[src/hdl/pfc_pkg.sv]
// Shared types, constants and the PEC byte table function for the frame checker.
`timescale 1ns / 1ps
`default_nettype none
package pfc_pkg;

    // PEC constants
    localparam logic [15:0] PEC_POLY    = 16'h4599;
    localparam logic [15:0] PEC_SEED    = 16'd16;
    localparam logic [15:0] PEC_TOP_BIT = 16'h4000;

    // Frame layout
    localparam int unsigned DATA_BYTES  = 6;
    localparam logic [2:0]  POS_PEC_HI  = 3'd6;
    localparam logic [2:0]  POS_PEC_LO  = 3'd7;

    // Register map: register index taken from the word address bit
    localparam int unsigned ADDR_W         = 3;
    localparam logic        REG_WORD_ORDER = 1'b0;

    // Word order codes
    localparam logic ORDER_LOW_FIRST  = 1'b0;
    localparam logic ORDER_HIGH_FIRST = 1'b1;

    typedef struct packed {
        logic [7:0] rx_byte;
        logic       first_byte;
    } t_pfc_in;

    typedef struct packed {
        logic [15:0] word_a;
        logic [15:0] word_b;
        logic [15:0] word_c;
        logic [15:0] received_pec;
        logic        pec_ok;
    } t_pfc_out;

    // Remainder contributed by one 8-bit table index, MSB first
    function automatic logic [15:0] pec_entry(input logic [7:0] idx);
        logic [15:0] r;
        r = {1'b0, idx, 7'b0};
        for (int k = 0; k < 8; k++) begin
            if ((r & PEC_TOP_BIT) != 16'd0) begin
                r = {r[14:0], 1'b0} ^ PEC_POLY;
            end else begin
                r = {r[14:0], 1'b0};
            end
        end
        return r;
    endfunction

    // One byte step of the PEC remainder
    function automatic logic [15:0] pec_update(input logic [15:0] rem,
                                               input logic [7:0]  data);
        logic [7:0] idx;
        idx = rem[14:7] ^ data;
        return {rem[7:0], 8'h00} ^ pec_entry(idx);
    endfunction

    // Combine two bytes into a word as the order bit says
    function automatic logic [15:0] make_word(input logic       order,
                                              input logic [7:0] first,
                                              input logic [7:0] second);
        return (order == ORDER_HIGH_FIRST) ? {first, second} : {second, first};
    endfunction

endpackage
`default_nettype wire

[src/hdl/pec15_response_frame_checker_core.sv]
// Top level: PEC15 response frame checker with APB register port.
// A result is registered: it loads when the held last PEC byte advances.
// Throughput: one byte per cycle, unless a last byte waits on an untaken result;
// the byte-wise PEC update and result build sit between the input and result registers.
// Reset (synchronous, active low): empties both registers, remainder to seed 16,
// byte position to 0, word_order to 0; byte stores are not cleared.
`timescale 1ns / 1ps
`default_nettype none
module pec15_response_frame_checker_core (
    input  wire logic                    i_clk,
    input  wire logic                    i_rst_n,
    input  wire logic                    i_in_valid,
    output logic                         o_in_ready,
    input  wire pfc_pkg::t_pfc_in        i_in,
    output logic                         o_out_valid,
    input  wire logic                    i_out_ready,
    output pfc_pkg::t_pfc_out            o_out,
    input  wire logic                    psel,
    input  wire logic                    penable,
    input  wire logic                    pwrite,
    input  wire logic [pfc_pkg::ADDR_W-1:0] paddr,
    input  wire logic [31:0]             pwdata,
    output logic [31:0]                  prdata,
    output logic                         pready
);
    import pfc_pkg::*;

    logic        r_word_order;
    logic        r_in_valid;
    t_pfc_in     r_in;
    logic [15:0] r_crc;
    logic [2:0]  r_byte_idx;
    logic [7:0]  r_data [DATA_BYTES];
    logic [7:0]  r_pec_hi;
    logic        r_out_valid;
    t_pfc_out    r_out;

    logic        cfg_wr;
    logic [2:0]  pos;
    logic [15:0] crc_in;
    logic        is_last;
    logic        advance;
    t_pfc_out    n_out;
    logic [15:0] rx_pec;

    // Register port
    assign pready = 1'b1;
    assign cfg_wr = psel && penable && pwrite;
    assign prdata = (paddr[2] == REG_WORD_ORDER) ? {31'd0, r_word_order} : 32'd0;

    always_ff @(posedge i_clk) begin
        if (!i_rst_n) begin
            r_word_order <= ORDER_LOW_FIRST;
        end else if (cfg_wr && paddr[2] == REG_WORD_ORDER) begin
            r_word_order <= pwdata[0];
        end
    end

    // Frame position and remainder as seen by the held request
    assign pos     = r_in.first_byte ? 3'd0 : r_byte_idx;
    assign crc_in  = r_in.first_byte ? PEC_SEED : r_crc;
    assign is_last = (pos == POS_PEC_LO);

    // Advance unless a result would overwrite one not yet taken
    assign advance    = r_in_valid && (!is_last || !r_out_valid || i_out_ready);
    assign o_in_ready = !r_in_valid || advance;

    // Hold the incoming request
    always_ff @(posedge i_clk) begin
        if (!i_rst_n) begin
            r_in_valid <= 1'b0;
        end else if (o_in_ready) begin
            r_in_valid <= i_in_valid;
        end
    end

    always_ff @(posedge i_clk) begin
        if (o_in_ready && i_in_valid) begin
            r_in <= i_in;
        end
    end

    // Update remainder and position
    always_ff @(posedge i_clk) begin
        if (!i_rst_n) begin
            r_crc      <= PEC_SEED;
            r_byte_idx <= 3'd0;
        end else if (advance) begin
            if (pos < POS_PEC_HI) begin
                r_crc      <= pec_update(crc_in, r_in.rx_byte);
                r_byte_idx <= pos + 3'd1;
            end else if (pos == POS_PEC_HI) begin
                r_crc      <= crc_in;
                r_byte_idx <= POS_PEC_LO;
            end else begin
                r_crc      <= PEC_SEED;
                r_byte_idx <= 3'd0;
            end
        end
    end

    // Store data bytes and the high PEC byte
    always_ff @(posedge i_clk) begin
        if (advance) begin
            if (pos < POS_PEC_HI) begin
                r_data[pos] <= r_in.rx_byte;
            end else if (pos == POS_PEC_HI) begin
                r_pec_hi <= r_in.rx_byte;
            end
        end
    end

    // Build the result
    assign rx_pec = {r_pec_hi, r_in.rx_byte};
    always_comb begin
        n_out.word_a       = make_word(r_word_order, r_data[0], r_data[1]);
        n_out.word_b       = make_word(r_word_order, r_data[2], r_data[3]);
        n_out.word_c       = make_word(r_word_order, r_data[4], r_data[5]);
        n_out.received_pec = rx_pec;
        n_out.pec_ok       = ({crc_in[14:0], 1'b0} == rx_pec);
    end

    // Result register: load on the last byte, drop when taken
    always_ff @(posedge i_clk) begin
        if (!i_rst_n) begin
            r_out_valid <= 1'b0;
        end else if (advance && is_last) begin
            r_out_valid <= 1'b1;
        end else if (i_out_ready) begin
            r_out_valid <= 1'b0;
        end
    end

    always_ff @(posedge i_clk) begin
        if (advance && is_last) begin
            r_out <= n_out;
        end
    end

    assign o_out_valid = r_out_valid;
    assign o_out       = r_out;

    // Checks
    a_result_from_last: assert property (@(posedge i_clk) disable iff (!i_rst_n)
        $rose(r_out_valid) |-> $past(advance && is_last))
        else $error("result appeared without a last PEC byte");

    a_frame_restart: assert property (@(posedge i_clk) disable iff (!i_rst_n)
        (advance && is_last) |=> (r_byte_idx == 3'd0 && r_crc == PEC_SEED))
        else $error("frame state not restarted after last byte");

    a_stall_only_full: assert property (@(posedge i_clk) disable iff (!i_rst_n)
        !o_in_ready |-> (r_in_valid && r_out_valid && is_last))
        else $error("input stalled without a pending result");

    a_no_result_loss: assert property (@(posedge i_clk) disable iff (!i_rst_n)
        (r_out_valid && !i_out_ready) |=> r_out_valid)
        else $error("pending result dropped");

endmodule
`default_nettype wire

[config.mk]
export PLATFORM = sky130hd
export DESIGN_NAME = pec15_response_frame_checker_core
export DESIGN_NICKNAME = d
export VERILOG_FILES = /design/src/hdl/pfc_pkg.sv /design/src/hdl/pec15_response_frame_checker_core.sv
export SDC_FILE = /design/constraint.sdc
export NUM_CORES = 1
export LEC_CHECK = 0
export BUFFER_PORTS_ARGS = -buffer_cell sky130_fd_sc_hd__buf_4
export CORE_MARGIN = 5
export CORE_UTILIZATION = 40
export DETAILED_ROUTE_END_ITERATION = 10
export HOLD_SLACK_MARGIN = 0.02
export MAX_ROUTING_LAYER = met4
export SLEW_MARGIN = 10
export SYNTH_ARGS = -nofsm -noshare
export SYNTH_HDL_FRONTEND = slang
export SYNTH_SLANG_ARGS = --single-unit
[constraint.sdc]
create_clock -name i_clk -period 4.9 [get_ports i_clk]
set_input_delay 1.225 -clock i_clk [delete_from_list [all_inputs] [get_ports i_clk]]
set_output_delay 1.225 -clock i_clk [all_outputs]
set_load 0.03 [all_outputs]
==> flow_metrics.tcl <==
set metrics [dict create \
    status "finished, final reports clean" \
    maxSlewViolCount 0 \
    post-cts-setup-buffers 0 \
    hold_end "o_out[10]" \
    finalCriticalPeriod_ns 3.32 \
    cts_made_buffers 17 \
    grt_pass1_vias 3687 \
    num_vias 3731 \
    worstPathMaxFanout 28 \
    ys_types 42 \
    drv_cap 0 \
    worst_slew_pin_slew_ns 1.10 \
    peakVddDrop_mv 0.272 \
    reg2reg_slack_ns 1.74 \
    relSlewSlack_pct 26.3 \
    final_cell_mix "130 x edfxtp_1, 94 x buf_4, 48 x mux2_2" \
    cts.path.max_buffers 2 \
    slowest_delay_ns 0.38 \
    leakage_nw 2.92 \
    fp.dieH_microns 139 \
    gr-usage-all-layers_pct 14.3 \
    endpoint_kind "primary output" \
    hold_buffers 0 \
    final_nets 605 \
    clock_latency_ns 0.42 \
    antenna_found_initial 0 \
    max_freq_mhz 301 \
    cp.arrival_ns 2.10 \
    area_growth_pct 20.7 \
    synth.avg_cell_area_sq_um 14.5 \
    core_area_sq_um 16500 \
    fp.dieW_microns 139 \
    fin_setup_tns_ns 0 \
    ys_async_sr_fraction_pct 0 \
    yosysWarnings 0 \
    met3_length_microns 614 \
    min_from "r_pec_hi[1]" \
    synthCells 458 \
    r2r_cells 7 \
    drt-met1-wl_microns 5720 \
    dp_hpwl_microns 8790 \
    dr.pass1.iters 4 \
    drtIter0Drc 169 \
    netlist_area_sq_um 6650 \
    cts_sinks 151 \
    synth-seq-cells 151 \
    htreeDepth 4 \
    hp-class "flop to flop" \
    rr_startpoint "r_in[0]" \
    fillers 1430 \
    io_buffers 85 \
    rows 47 \
    io-pin-count 151 \
    synth_sequential_area_ratio_pct 65.0 \
    rsz0062_at_grt "false" \
    power_density_nw_per_um2 460 \
    synth-edff-count 130 \
    final_common_cell "edfxtp_1" \
    viasPerCell 4.76 \
    cp_slowest_cell "edfxtp_1" \
    required_ns 3.67 \
    period_share_pct 67.8 \
    wl_per_cell_microns 16.7 \
    n_antenna_cell 0 \
    wl_met2_microns 6560 \
    whs_path_depth 0 \
    grt_max_degree 50 \
    dieArea_sq_um 19300 \
    path_buf_inv 2 \
    ys.flop_type "edfxtp_1" \
    fin_skew_ns 0.00871 \
    post-route-util_pct 48.7 \
    drive_gt1_share_pct 33.5 \
    start_util_pct 40.4 \
    wirelength_microns 13100 \
    critical_path_class "flop to primary output" \
    overflow 0 \
    cts_tree "built" \
    cts_root_buffer "clkbuf_16" \
    hold_viol 0 \
    postRouteAntennaNets 0 \
    clkTransAtPathRegs_ns 0.06 \
    gp_congestion 0.881 \
    crit_family "adder cells" \
    grt_pass1_wl_microns 20600 \
    maxUsedRoutingLayer "met4" \
    setup_viol 0 \
    path_cells "buf_4 > nor2b_1 > ha_1 > ha_1 > nand3_1 > buf_4" \
    cts_resized 0 \
    reg2reg_to "o_out[10]" \
    drcViolationCount 0 \
    startpoint_type "flop" \
]
## kinds of logic (layout without fill, tap and decap cells)
logic type	after synthesis	count (layout)	share of synthesized area [%]
flops	151	151	65.0
simple gates	87	87	6.12
buf+inv	63	139	5.65
fa+ha+maj	3	3	0.565
other cells	2	32	0.113
mux	50	50	8.43
compound gates	40	40	3.90
xor+xnor	62	62	10.2
## Yosys cell counts (all sizes together), types with 8 or more instances
library cell    n  area [sq um]
clkbuf          9          33.8
mux2           48           541
nor2           37           149
inv            12          45.0
xor2           11          96.3
o21ai          10          50.0
a21oi           8          40.0
nand2          23          86.3
xnor2          46           467
edfxtp        130          3900
buf            42           297
dfxtp          21           420
## layer usage
| metal | vias up | global-route usage [%] |
|---|---|---|
| li1 | 1770 | - |
| met1 | 1838 | 17.3 |
| met2 | 109 | 22.7 |
| met3 | 14 | 3.83 |
| met4 | 0 | 6.18 |
| met5 | - | - |
## worst reg2reg max path, cell delays in order (launching register included)
cell,delay [ns]
edfxtp_1,0.34
buf_4,0.32
nor2b_1,0.15
ha_1,0.21
ha_1,0.24
a21boi_0,0.55
and2_2,0.70
buf_12,0.31
## layout make-up
type                    count  area [sq um]  share of cell area (%)
clock buffers              19           443                    5.52
repair buffers             95           726                    9.04
well taps                 220           275                    3.43
inverters                  12          45.0                   0.561
clock inverters            13           130                    1.62
multi-input cells         274          2080                    25.9
flip-flops and latches    151          4330                    53.9
## through the flow
step	hold WS, ns	setup WS (ns)	instance area [sq um]	instances	total power, mW
6_report	0.505	1.58	8030	784	3.69
5_1_grt	0.513	1.43	8030	784	3.87
4_1_cts	0.495	1.54	8030	784	3.73
3_5_place_dp	0.476	1.59	7450	752	2.46
3_3_place_gp	0.483	1.71	7450	752	2.45
2_1_floorplan	0.451	1.20	6760	488	2.35
## state kept, by name, summed over array words and instances, names as in the netlist
name and flops:
o_out 65, r_data 48, r_crc 15, n_out 8
r_pec_hi 8, r_byte_idx 3, o_out_valid 1, r_in 1
r_in_valid 1, r_word_order 1
## power breakdown
group / internal [mW] / switching (mW)
Clock: 0.759 / 0.498
Combinational: 0.483 / 0.396
Sequential: 1.45 / 0.105
Total: 2.69 / 0.999
## how the worst max path moves through the flow
| stage | depth (start not counted) | slack (ns) | startpoint | endpoint |
|---|---|---|---|---|
| after CTS | 6 | 1.54 | r_in[0] | o_in_ready |
| final | 6 | 1.58 | r_in[0] | o_in_ready |
| after detailed placement | 5 | 1.59 | i_out_ready | o_out[12] |
| after floorplan | 7 | 1.20 | r_in[0] | o_out[0] |
| after global routing | 6 | 1.43 | r_in[0] | o_in_ready |
| after global placement | 5 | 1.71 | i_out_ready | o_out[21] |
Note: power is estimated with default switching activity, not from simulation.
